==> config.mk <==
export PLATFORM = sky130hd
export DESIGN_NAME = hill_cipher_3x3_decrypt_stream
export DESIGN_NICKNAME = d
export VERILOG_FILES = /design/src/hw/rtl/hcd_pkg.sv /design/src/hw/rtl/hill_cipher_3x3_decrypt_stream.sv /design/src/hw/rtl/hcd_fifo.sv /design/src/hw/rtl/hcd_front.sv /design/src/hw/rtl/hcd_back.sv
export SDC_FILE = /design/constraint.sdc
export NUM_CORES = 1
export LEC_CHECK = 0
export BUFFER_PORTS_ARGS = -buffer_cell sky130_fd_sc_hd__clkbuf_2
export CORE_MARGIN = 10
export CORE_UTILIZATION = 35
export CTS_CLUSTER_DIAMETER = 80
export CTS_CLUSTER_SIZE = 12
export DETAILED_ROUTE_END_ITERATION = 7
export GPL_TIMING_DRIVEN = 0
export PLACE_DENSITY = 0.52
export SLEW_MARGIN = 20
export SYNTH_ARGS = -nofsm -noshare
export SYNTH_HDL_FRONTEND = slang
export SYNTH_SLANG_ARGS = --single-unit
==> constraint.sdc <==
create_clock -name clk -period 23 [get_ports clk]
set_input_delay 3.45 -clock clk [delete_from_list [all_inputs] [get_ports clk]]
set_output_delay 3.45 -clock clk [all_outputs]
set_load 0.03 [all_outputs]
==> src/hw/rtl/hcd_pkg.sv <==
// types, codes and constants shared by the hill cipher decrypt stream
package hcd_pkg;

    localparam int LETTER_W = 5;
    localparam int CHAR_W   = 7;
    localparam int KEY_W    = 15;
    localparam int SUM_W    = 12;
    localparam int CFG_IDX_W = 2;

    // operation codes of an input item
    localparam logic [1:0] OP_LETTER = 2'd0;
    localparam logic [1:0] OP_SPACE  = 2'd1;
    localparam logic [1:0] OP_EOL    = 2'd2;

    // configuration register indexes
    localparam logic [CFG_IDX_W-1:0] CFG_KEY_ROW0 = 2'd0;
    localparam logic [CFG_IDX_W-1:0] CFG_KEY_ROW1 = 2'd1;
    localparam logic [CFG_IDX_W-1:0] CFG_KEY_ROW2 = 2'd2;

    localparam logic [KEY_W-1:0] KEY_ROW0_RESET = 15'd10408;
    localparam logic [KEY_W-1:0] KEY_ROW1_RESET = 15'd21781;
    localparam logic [KEY_W-1:0] KEY_ROW2_RESET = 15'd8597;

    localparam logic [CHAR_W-1:0] ASCII_A    = 7'd65;
    localparam logic [CHAR_W-1:0] CH_SPACE   = 7'd32;
    localparam logic [CHAR_W-1:0] CH_NEWLINE = 7'd10;

    typedef struct packed {
        logic [1:0]          operation;
        logic [LETTER_W-1:0] letter;
    } in_item_t;

    typedef struct packed {
        logic [CHAR_W-1:0] out_char;
        logic              last;
    } out_item_t;

    typedef enum logic [1:0] {
        JOB_GROUP_SPACE,
        JOB_GROUP_NEWLINE,
        JOB_RAW_NEWLINE
    } job_kind_t;

    typedef struct packed {
        job_kind_t                 kind;
        logic [2:0][LETTER_W-1:0]  letters;
        logic [1:0]                count;
    } job_t;

endpackage

==> src/hw/rtl/hill_cipher_3x3_decrypt_stream.sv <==
// top level: hill cipher 3x3 mod 26 decrypt stream
// an item is taken every cycle while the job queue has room; a group job
// then yields one character per cycle from the back sequencer while the output queue has room
// first character of a job reaches the result ports by way of the job queue write,
// the job load with products and the output queue write
// reset clears the group count, both queues and the sequencer, and loads
// the key rows with their default inverse key
module hill_cipher_3x3_decrypt_stream #(
    parameter int JOB_DEPTH = 2,
    parameter int OUT_DEPTH = 2
) (
    input  logic                          clk,
    input  logic                          rst_n,
    input  logic                          push,
    output logic                          full,
    input  hcd_pkg::in_item_t             item,
    output logic                          empty,
    input  logic                          pop,
    output hcd_pkg::out_item_t            result,
    input  logic                          cfg_valid,
    output logic                          cfg_ready,
    input  logic [hcd_pkg::CFG_IDX_W-1:0] cfg_index,
    input  logic [hcd_pkg::KEY_W-1:0]     cfg_data
);

    import hcd_pkg::*;

    logic      job_push, job_full, job_pop, job_empty;
    job_t      job_in, job_out;
    logic      out_push, out_full;
    out_item_t out_item;

    assign full = job_full;

    hcd_front u_front (
        .clk      (clk),
        .rst_n    (rst_n),
        .push     (push),
        .full     (job_full),
        .item     (item),
        .job_push (job_push),
        .job      (job_in)
    );

    hcd_fifo #(
        .WIDTH ($bits(job_t)),
        .DEPTH (JOB_DEPTH)
    ) u_job_fifo (
        .clk   (clk),
        .rst_n (rst_n),
        .push  (job_push),
        .wdata (job_in),
        .full  (job_full),
        .pop   (job_pop),
        .rdata (job_out),
        .empty (job_empty)
    );

    hcd_back u_back (
        .clk       (clk),
        .rst_n     (rst_n),
        .cfg_valid (cfg_valid),
        .cfg_ready (cfg_ready),
        .cfg_index (cfg_index),
        .cfg_data  (cfg_data),
        .job_empty (job_empty),
        .job       (job_out),
        .job_pop   (job_pop),
        .out_full  (out_full),
        .out_push  (out_push),
        .out_item  (out_item)
    );

    hcd_fifo #(
        .WIDTH ($bits(out_item_t)),
        .DEPTH (OUT_DEPTH)
    ) u_out_fifo (
        .clk   (clk),
        .rst_n (rst_n),
        .push  (out_push),
        .wdata (out_item),
        .full  (out_full),
        .pop   (pop),
        .rdata (result),
        .empty (empty)
    );

endmodule

==> src/hw/rtl/hcd_fifo.sv <==
// small register queue used between the parts of the block
module hcd_fifo #(
    parameter int WIDTH = 8,
    parameter int DEPTH = 2
) (
    input  logic             clk,
    input  logic             rst_n,
    input  logic             push,
    input  logic [WIDTH-1:0] wdata,
    output logic             full,
    input  logic             pop,
    output logic [WIDTH-1:0] rdata,
    output logic             empty
);

    localparam int PW = (DEPTH > 1) ? $clog2(DEPTH) : 1;
    localparam int CW = $clog2(DEPTH + 1);

    logic [WIDTH-1:0] mem_reg [DEPTH];
    logic [PW-1:0]    wr_ptr_reg, wr_ptr_next;
    logic [PW-1:0]    rd_ptr_reg, rd_ptr_next;
    logic [CW-1:0]    count_reg, count_next;
    logic             do_push, do_pop;

    assign full  = (count_reg == CW'(DEPTH));
    assign empty = (count_reg == '0);
    assign rdata = mem_reg[rd_ptr_reg];

    assign do_push = push && !full;
    assign do_pop  = pop && !empty;

    always_comb
    begin
        wr_ptr_next = wr_ptr_reg;
        rd_ptr_next = rd_ptr_reg;
        count_next  = count_reg;
        if (do_push)
        begin
            wr_ptr_next = (wr_ptr_reg == PW'(DEPTH - 1)) ? '0 : wr_ptr_reg + PW'(1);
        end
        if (do_pop)
        begin
            rd_ptr_next = (rd_ptr_reg == PW'(DEPTH - 1)) ? '0 : rd_ptr_reg + PW'(1);
        end
        if (do_push && !do_pop)
        begin
            count_next = count_reg + CW'(1);
        end
        else if (do_pop && !do_push)
        begin
            count_next = count_reg - CW'(1);
        end
    end

    always_ff @(posedge clk or negedge rst_n)
    begin
        if (!rst_n)
        begin
            wr_ptr_reg <= '0;
            rd_ptr_reg <= '0;
            count_reg  <= '0;
        end
        else
        begin
            wr_ptr_reg <= wr_ptr_next;
            rd_ptr_reg <= rd_ptr_next;
            count_reg  <= count_next;
        end
    end

    always_ff @(posedge clk)
    begin
        if (do_push)
        begin
            mem_reg[wr_ptr_reg] <= wdata;
        end
    end

endmodule

==> src/hw/rtl/hcd_front.sv <==
// front part: takes items, gathers letter groups, issues jobs
module hcd_front (
    input  logic             clk,
    input  logic             rst_n,
    input  logic             push,
    input  logic             full,
    input  hcd_pkg::in_item_t item,
    output logic             job_push,
    output hcd_pkg::job_t    job
);

    import hcd_pkg::*;

    logic [2:0][LETTER_W-1:0] buf_reg, buf_next;
    logic [1:0]               cnt_reg, cnt_next;
    logic                     accept;

    assign accept = push && !full;

    always_comb
    begin
        buf_next     = buf_reg;
        cnt_next     = cnt_reg;
        job_push     = 1'b0;
        job.kind     = JOB_GROUP_SPACE;
        job.letters  = buf_reg;
        job.count    = cnt_reg;
        if (accept)
        begin
            case (item.operation)
                OP_LETTER:
                begin
                    if (cnt_reg == 2'd3)
                    begin
                        // full group goes out, new letter opens the next one
                        job_push    = 1'b1;
                        buf_next[0] = item.letter;
                        cnt_next    = 2'd1;
                    end
                    else
                    begin
                        buf_next[cnt_reg] = item.letter;
                        cnt_next          = cnt_reg + 2'd1;
                    end
                end
                OP_EOL:
                begin
                    job_push = 1'b1;
                    job.kind = (cnt_reg == 2'd3) ? JOB_GROUP_NEWLINE : JOB_RAW_NEWLINE;
                    cnt_next = 2'd0;
                end
                default:
                begin
                    // space and unused code: nothing to do
                end
            endcase
        end
    end

    always_ff @(posedge clk or negedge rst_n)
    begin
        if (!rst_n)
        begin
            cnt_reg <= 2'd0;
        end
        else
        begin
            cnt_reg <= cnt_next;
        end
    end

    always_ff @(posedge clk)
    begin
        buf_reg <= buf_next;
    end

endmodule

==> src/hw/rtl/hcd_back.sv <==
// back part: key registers, group product and character sequencer
module hcd_back (
    input  logic                               clk,
    input  logic                               rst_n,
    input  logic                               cfg_valid,
    output logic                               cfg_ready,
    input  logic [hcd_pkg::CFG_IDX_W-1:0]      cfg_index,
    input  logic [hcd_pkg::KEY_W-1:0]          cfg_data,
    input  logic                               job_empty,
    input  hcd_pkg::job_t                      job,
    output logic                               job_pop,
    input  logic                               out_full,
    output logic                               out_push,
    output hcd_pkg::out_item_t                 out_item
);

    import hcd_pkg::*;

    localparam logic [23:0] RECIP_26 = 24'd2520;

    logic [KEY_W-1:0]          key_reg [3];
    logic [KEY_W-1:0]          key_next [3];

    logic                      valid_reg, valid_next;
    job_kind_t                 kind_reg, kind_next;
    logic [2:0][LETTER_W-1:0]  letters_reg, letters_next;
    logic [1:0]                count_reg, count_next;
    logic [SUM_W-1:0]          sums_reg [3];
    logic [SUM_W-1:0]          sums_next [3];
    logic [1:0]                idx_reg, idx_next;

    logic                      emit, last_char, done, load;
    logic [SUM_W-1:0]          sum_sel;
    logic [LETTER_W-1:0]       letter_sel;

    function automatic logic [SUM_W-1:0] row_sum(input logic [KEY_W-1:0] row,
                                                  input logic [2:0][LETTER_W-1:0] l);
        logic [9:0] p0, p1, p2;
        p0 = 10'(row[4:0])   * 10'(l[0]);
        p1 = 10'(row[9:5])   * 10'(l[1]);
        p2 = 10'(row[14:10]) * 10'(l[2]);
        return SUM_W'(p0) + SUM_W'(p1) + SUM_W'(p2);
    endfunction

    // reciprocal estimate is low by at most one, one correction fixes it
    function automatic logic [LETTER_W-1:0] mod26(input logic [SUM_W-1:0] x);
        logic [23:0]      prod;
        logic [7:0]       q;
        logic [SUM_W-1:0] qm;
        logic [SUM_W-1:0] r;
        prod = 24'(x) * RECIP_26;
        q    = prod[23:16];
        qm   = SUM_W'({4'b0, q} << 4) + SUM_W'({4'b0, q} << 3) + SUM_W'({4'b0, q} << 1);
        r    = x - qm;
        if (r >= SUM_W'(26))
        begin
            r = r - SUM_W'(26);
        end
        return r[LETTER_W-1:0];
    endfunction

    assign cfg_ready = 1'b1;

    always_comb
    begin
        key_next[0] = key_reg[0];
        key_next[1] = key_reg[1];
        key_next[2] = key_reg[2];
        if (cfg_valid)
        begin
            case (cfg_index)
                CFG_KEY_ROW0: key_next[0] = cfg_data;
                CFG_KEY_ROW1: key_next[1] = cfg_data;
                CFG_KEY_ROW2: key_next[2] = cfg_data;
                default:
                begin
                end
            endcase
        end
    end

    assign emit      = valid_reg && !out_full;
    assign last_char = (kind_reg == JOB_RAW_NEWLINE) ? (idx_reg == count_reg)
                                                     : (idx_reg == 2'd3);
    assign done      = emit && last_char;
    assign load      = !job_empty && (!valid_reg || done);
    assign job_pop   = load;
    assign out_push  = emit;

    assign sum_sel    = (idx_reg == 2'd2) ? sums_reg[2] :
                        (idx_reg == 2'd1) ? sums_reg[1] : sums_reg[0];
    assign letter_sel = (idx_reg == 2'd1) ? letters_reg[1] : letters_reg[0];

    always_comb
    begin
        out_item.last = last_char;
        if (kind_reg == JOB_RAW_NEWLINE)
        begin
            // partial group goes out as plain letters
            out_item.out_char = last_char ? CH_NEWLINE
                                          : CHAR_W'(letter_sel) + ASCII_A;
        end
        else if (idx_reg == 2'd3)
        begin
            out_item.out_char = (kind_reg == JOB_GROUP_SPACE) ? CH_SPACE : CH_NEWLINE;
        end
        else
        begin
            out_item.out_char = CHAR_W'(mod26(sum_sel)) + ASCII_A;
        end
    end

    always_comb
    begin
        valid_next   = valid_reg;
        kind_next    = kind_reg;
        letters_next = letters_reg;
        count_next   = count_reg;
        sums_next[0] = sums_reg[0];
        sums_next[1] = sums_reg[1];
        sums_next[2] = sums_reg[2];
        idx_next     = idx_reg;
        if (load)
        begin
            valid_next   = 1'b1;
            kind_next    = job.kind;
            letters_next = job.letters;
            count_next   = job.count;
            sums_next[0] = row_sum(key_reg[0], job.letters);
            sums_next[1] = row_sum(key_reg[1], job.letters);
            sums_next[2] = row_sum(key_reg[2], job.letters);
            idx_next     = 2'd0;
        end
        else if (done)
        begin
            valid_next = 1'b0;
        end
        else if (emit)
        begin
            idx_next = idx_reg + 2'd1;
        end
    end

    always_ff @(posedge clk or negedge rst_n)
    begin
        if (!rst_n)
        begin
            key_reg[0] <= KEY_ROW0_RESET;
            key_reg[1] <= KEY_ROW1_RESET;
            key_reg[2] <= KEY_ROW2_RESET;
            valid_reg  <= 1'b0;
            idx_reg    <= 2'd0;
        end
        else
        begin
            key_reg[0] <= key_next[0];
            key_reg[1] <= key_next[1];
            key_reg[2] <= key_next[2];
            valid_reg  <= valid_next;
            idx_reg    <= idx_next;
        end
    end

    always_ff @(posedge clk)
    begin
        kind_reg    <= kind_next;
        letters_reg <= letters_next;
        count_reg   <= count_next;
        sums_reg[0] <= sums_next[0];
        sums_reg[1] <= sums_next[1];
        sums_reg[2] <= sums_next[2];
    end

    a_push_needs_work: assert property (@(posedge clk) disable iff (!rst_n)
        out_push |-> valid_reg)
        else $error("character pushed with no job in work");

    a_done_clears: assert property (@(posedge clk) disable iff (!rst_n)
        (done && !load) |=> !valid_reg)
        else $error("job still held after its final character");

    a_raw_idx_range: assert property (@(posedge clk) disable iff (!rst_n)
        (valid_reg && kind_reg == JOB_RAW_NEWLINE) |-> (idx_reg <= count_reg))
        else $error("raw job index ran past its letter count");

    a_idx_steps: assert property (@(posedge clk) disable iff (!rst_n)
        (emit && !last_char) |=> (idx_reg == $past(idx_reg) + 2'd1))
        else $error("character index did not advance");

endmodule

==> results of run 1 <==
Yosys cell counts, types with 2 or more instances:
library cell,n,area (um^2)
edfxtp_1,119,3570
o221ai_1,3,26.3
nor2_1,37,139
nand3_1,4,20.0
and4_1,2,17.5
nand2b_1,6,37.5
nand2_1,122,458
o211ai_1,6,45.0
a211o_1,3,26.3
a32oi_1,2,17.5
clkbuf_1,25,93.8
nand3b_1,5,37.5
a221oi_1,3,26.3
xnor2_1,57,499
nor2b_1,14,87.6
o21a_1,8,60.1
ha_1,233,2920
a21o_1,13,97.6
and2_1,138,863
dfstp_2,18,473
a21oi_1,66,330
dfrtp_1,40,1000
fa_1,187,3740
o22ai_1,2,12.5
nor3b_1,4,30.0
buf_6,2,22.5
and3_1,7,43.8
xor2_1,24,210
inv_1,332,1250
or3_1,3,18.8
a211oi_1,4,30.0
nand4_1,2,12.5
o21bai_1,26,195
o21ai_0,20,100
mux2i_1,17,170
nor3_1,7,35.0
mux2_2,76,856
o21ba_2,2,20.0
a22o_1,2,17.5
worst max-delay path: cells and delay by family (launching register included):
family                   cells  cell delay (ns)
XOR/XNOR                     4             0.91
adder cells (fa/ha/maj)     10             3.55
AO/OA/AOI/OAI               14             3.79
AND/OR/NAND/NOR              4             0.56
multiplexers                 2             0.40
flip-flops                   1             0.43
buffers and inverters       11             2.05
per-layer routing:
layer	part of all wire (%)	up-vias	track usage, %
li1	-	5552	-
met1	45	5583	17.2
met2	50	123	24.4
met3	2.2	34	2.26
met4	2.0	0	3.61
met5	0	-	0
cell families after synthesis:
family	count (synthesis)	synth area share, %
buffers and inverters	362	7.69
XOR/XNOR	84	4.32
adder cells (fa/ha/maj)	420	37.1
multiplexers	94	5.79
AO/OA/AOI/OAI	174	6.46
AND/OR/NAND/NOR	359	10.4
other	1	0.0209
flip-flops	177	28.2
path summary, 6_finish.rpt:
kind                                        start                   endpoint  slack [ns]  depth (start not counted)
min in group asynchronous                   rst_n         u_back.key_reg[18]        2.93                          1
worst min register to register    u_front.job[11]  u_job_fifo.mem_reg[1][11]        0.45                          0
max in group asynchronous                   rst_n         u_back.key_reg[41]       19.45                          2
worst max-delay path            u_back.idx_reg[1]   u_out_fifo.mem_reg[0][5]       10.99                         45
worst min-delay path              u_front.job[11]  u_job_fifo.mem_reg[1][11]        0.45                          0
worst max register to register  u_back.idx_reg[1]   u_out_fifo.mem_reg[0][5]       10.99                         45
placed cells by master, fill, tap and decap left out, types with 7 or more instances in the layout:
cell / synthesis / routed
xor2_1: 24 / 24
a21o_1: 13 / 13
nor2_1: 37 / 37
a21oi_1: 66 / 65
nand2_1: 122 / 122
dfstp_2: 18 / 18
mux2_2: 76 / 76
nor2b_1: 14 / 14
and2_1: 138 / 138
clkbuf_1: 25 / 26
ha_1: 233 / 233
o21bai_1: 26 / 26
dfrtp_1: 40 / 40
o21ai_0: 20 / 20
clkbuf_16: 0 / 17
inv_1: 332 / 332
and3_1: 7 / 7
o21a_1: 8 / 8
clkbuf_2: 1 / 38
fa_1: 187 / 187
mux2i_1: 17 / 17
xnor2_1: 57 / 57
edfxtp_1: 119 / 119
through the flow:
stage	util, %	instances
after CTS	39.0	2418
final	39.0	2418
after detailed placement	37.9	2386
after floorplan	-	1671
after global routing	39.0	2418
after global placement	37.6	2381
layout make-up:
cell class / instances / area, um^2 / area share, %
clock buffer: 18 / 429 / 2.19
timing repair buffer: 43 / 287 / 1.46
clock inverter: 14 / 126 / 0.644
multi-input combinational: 1132 / 11500 / 58.7
buffer: 30 / 133 / 0.676
tap: 672 / 841 / 4.28
sequential: 177 / 5050 / 25.7
inverter: 332 / 1250 / 6.35
==> flow_summary.toml, run 1 <==
[clocking]
post-cts-setup-buffers = 0
cts.sinks = 177
clk_pin_slew_ns = 0.07
ctsHoldBuffers = 0
cts_tree = "yes"
cts_inserted_buffers = 17
clock_path_buffers = 2
root_buffer = "clkbuf_16"
insertion_delay_ns = 0.46
cts_max_level = 4
cts-resized-gates = 0

[critical_path]
worstPathArrival_ns = 12.17
timing_worst_setup_path_type = "reg -> reg"
slowest_delay_ns = 0.66
worstSetupEndpointType = "flop"
crit_fanout = 10
critPathLaunchType = "flop"
required_ns = 23.17
path_common_cell = "inv_1"
crit_slowest_cell = "clkbuf_1"

[cells_and_area]
largest_register_ffs = 45
antenna_cells = 0
fin_area_um2 = 19600
fillers = 4963
final_nets = 2182
drive_above_1_share_pct = 10.7
syn2layout_area_growth_pct = 9.51

[placed_design]
dpl.hpwl_um = 33600
routabilityCongestion = 0.809
place_ws_ns = 10.86
placed_area_um2 = 19100
port_buffers = 38

[synthesis]
synth_edf_count = 119
synth_area_um2 = 17900
synth_flop_cell = "edfxtp_1"
ys_warn_count = 0
postSynthCellCount = 1671
synth_nets = 2120
async_flop_share_pct = 32.8
seq_area_frac_synth_pct = 28.2
syn_area_per_cell_um2 = 10.7
ys_types = 69
ys_ff_latch = 177

[die]
die_h_um = 246
die_w_um = 246
fp-row-count = 82
coreArea_um2 = 50400
start_util_pct = 35.6
ioPinCount = 40
die_area_um2 = 60700

[sta]
fmax_mhz = 83.3
slew-limit-headroom_pct = 35.3
drv_slew = 0
grt_setup_unrepaired = "false"
setup_violations = 0
setup_ws_ns = 10.99
period_needed_ns = 12.01
fin_hold_ws_ns = 0.453
finClkSkew_ns = 0.0104
tightest_slew_ns = 0.961
finalCritPeriodShare_pct = 52.2
hold_viol = 0
finalSetupTns_ns = 0

[global_routing]
grt_overflow = 0
antenna_found_initial = 0
grt_use_total_pct = 13.8
grt_max_degree = 33
grt_pass1_wl_um = 65500
grt_pass1_vias = 12100

[detailed_routing]
ant_nets = 0
avgViaCountPerCell = 4.67
avgRoutedWirePerCell_um = 16.5
drc = 0
drt_iter0_markers = 451
drt-total-wl_um = 39800
firstDrtPassIters = 6
vias = 11300

[flow_run]
maxCapViolCount = 0

[status]
status = "completed"

[worst_hold_path]
hold_class = "reg -> reg"
Power of run 1 is left out: the tool's default activity adds up to more than one toggle a clock period on the data nets, which glitch-free logic cannot reach.
==> run 2, diff against run 1 <==
- ABC_AREA: not set -> 1
- clock period: 23 -> 11.55 ns (I/O delays scaled with it)
==> flow_summary.toml, run 2 <==
[status]
status = "completed"

[die]
start_util_pct = 35.3
die_h_um = 245
die_area_um2 = 60100
ioPinCount = 40
fp-row-count = 82
die_w_um = 245
coreArea_um2 = 50200

[clocking]
clk_pin_slew_ns = 0.08
cts_inserted_buffers = 17
insertion_delay_ns = 0.46
cts-resized-gates = 0
root_buffer = "clkbuf_16"
cts.sinks = 177
clock_path_buffers = 2
ctsHoldBuffers = 0
cts_tree = "yes"
post-cts-setup-buffers = 0
cts_max_level = 4

[synthesis]
synth_edf_count = 119
syn_area_per_cell_um2 = 9.13
synthTopCellsByCount = "469 x inv_1, 277 x nand2_1, 233 x ha_1"
synth.most_common_cell = "inv_1"
netlist_top_cells_area = "fa_1 21%, edfxtp_1 20%, ha_1 16%"
synth_top_cell_area_share_pct = 21.1
ys_warn_count = 0
ys_types = 43
async_flop_share_pct = 32.8
synth_area_leader_cell = "fa_1"
postSynthCellCount = 1942
synth_nets = 2391
synth_area_um2 = 17700
ys_ff_latch = 177
seq_area_frac_synth_pct = 28.5
synth_flop_cell = "edfxtp_1"

[worst_hold_path]
hold_class = "reg -> reg"

[cells_and_area]
fillers = 5065
layout_common_cells = "469 x inv_1, 277 x nand2_1, 233 x ha_1"
antenna_cells = 0
final_nets = 2453
final_cells = 2689
syn2layout_area_growth_pct = 9.75
final_common_cell = "inv_1"
largest_register_ffs = 45
fin_area_um2 = 19500
drive_above_1_share_pct = 7.83

[global_routing]
grt_max_degree = 46
grt_overflow = 0
antenna_found_initial = 0
grt_pass1_wl_um = 65200
grt_pass1_vias = 12500
grt_use_total_pct = 13.6

[detailed_routing]
ant_nets = 0
wl_met3_um = 935
drt-total-wl_um = 39000
m1WireLength_um = 17900
drc = 0
avgRoutedWirePerCell_um = 14.5
drt_iter0_markers = 548
dr_wl_met2_um = 19600
vias = 12000
avgViaCountPerCell = 4.46
firstDrtPassIters = 5
top_layer = "met4"

[critical_path]
timing_worst_setup_path_type = "reg -> reg"
crit_buf_inv = 11
crit_fanout = 10
slowest_delay_ns = 0.54
path_common_cell = "nand2_1"
crit_slowest_cell = "fa_1"
cp_top_family = "adder cells"
required_ns = 11.75
worstSetupEndpointType = "flop"
critPathLaunchType = "flop"
worstPathArrival_ns = 10.55

[sta]
setup_violations = 0
fmax_mhz = 96.7
finalSetupTns_ns = 0
finClkSkew_ns = 0.0128
tightest_slew_ns = 1.02
slew-limit-headroom_pct = 31.7
finalCritPeriodShare_pct = 89.6
period_needed_ns = 10.34
drv_slew = 0
hold_viol = 0
fin_hold_ws_ns = 0.450
grt_setup_unrepaired = "false"

[placed_design]
dp_cells = 2657
placed_area_um2 = 18900
dpl.hpwl_um = 33300
routabilityCongestion = 0.865
port_buffers = 38

[flow_run]
maxCapViolCount = 0
[run 2: cell types whose count changed after synthesis, moves of 70 or more]
cell and change:
inv_1 +137, mux2_2 -76, o21ai_0 +70, and2_1 -137, nand2_1 +155, nor2_1 +161
[run 2: stage by stage]
stage / setup slack, ns / util, %
3_3_place_gp: 1.19 / 37.4
5_1_grt: 0.112 / 38.8
4_1_cts: 1.00 / 38.8
3_5_place_dp: 1.06 / 37.7
6_report: 1.21 / 38.8
2_1_floorplan: 2.70 / -
[run 2: cells by family (layout without fill, tap and decap cells)]
logic type	Yosys count	after routing	synth area share (%)
AO/OA/AOI/OAI	200	200	6.41
flip-flops	177	177	28.5
adder cells (fa/ha/maj)	420	420	37.6
AND/OR/NAND/NOR	569	569	13.3
XOR/XNOR	69	69	3.51
buffers and inverters	506	581	10.8
other	1	1	0.0212
[run 2: cell type report]
| cell class | count | area (um^2) | area share (%) |
|---|---|---|---|
| Clock inverter | 14 | 138 | 0.707 |
| Tap cell | 672 | 841 | 4.32 |
| Sequential cell | 177 | 5050 | 25.9 |
| Buffer | 25 | 105 | 0.540 |
| Clock buffer | 18 | 429 | 2.21 |
| Inverter | 481 | 1810 | 9.28 |
| Timing Repair Buffer | 43 | 302 | 1.55 |
| Multi-Input combinational cell | 1259 | 10800 | 55.5 |
[run 2: path summary, 6_finish.rpt]
path / start / endpoint / slack (ns) / depth (start not counted)
max: u_back.idx_reg[0] / u_out_fifo.mem_reg[0][2] / 1.21 / 52
min reg2reg: u_front.job[9] / u_job_fifo.mem_reg[1][9] / 0.45 / 0
max in group asynchronous: rst_n / u_back.key_reg[13] / 9.78 / 2
min: u_front.job[9] / u_job_fifo.mem_reg[1][9] / 0.45 / 0
min in group asynchronous: rst_n / u_job_fifo.rd_ptr_reg / 1.18 / 1
max reg2reg: u_back.idx_reg[0] / u_out_fifo.mem_reg[0][2] / 1.21 / 52
[run 2: per-layer routing]
metal  up-vias  global-route usage [%]
li1       6114                       -
met1      5732                    17.2
met2       128                    24.2
met3        29                    1.78
met4         0                    3.12
met5         -                       0
Power of run 2 is left out for the same reason.
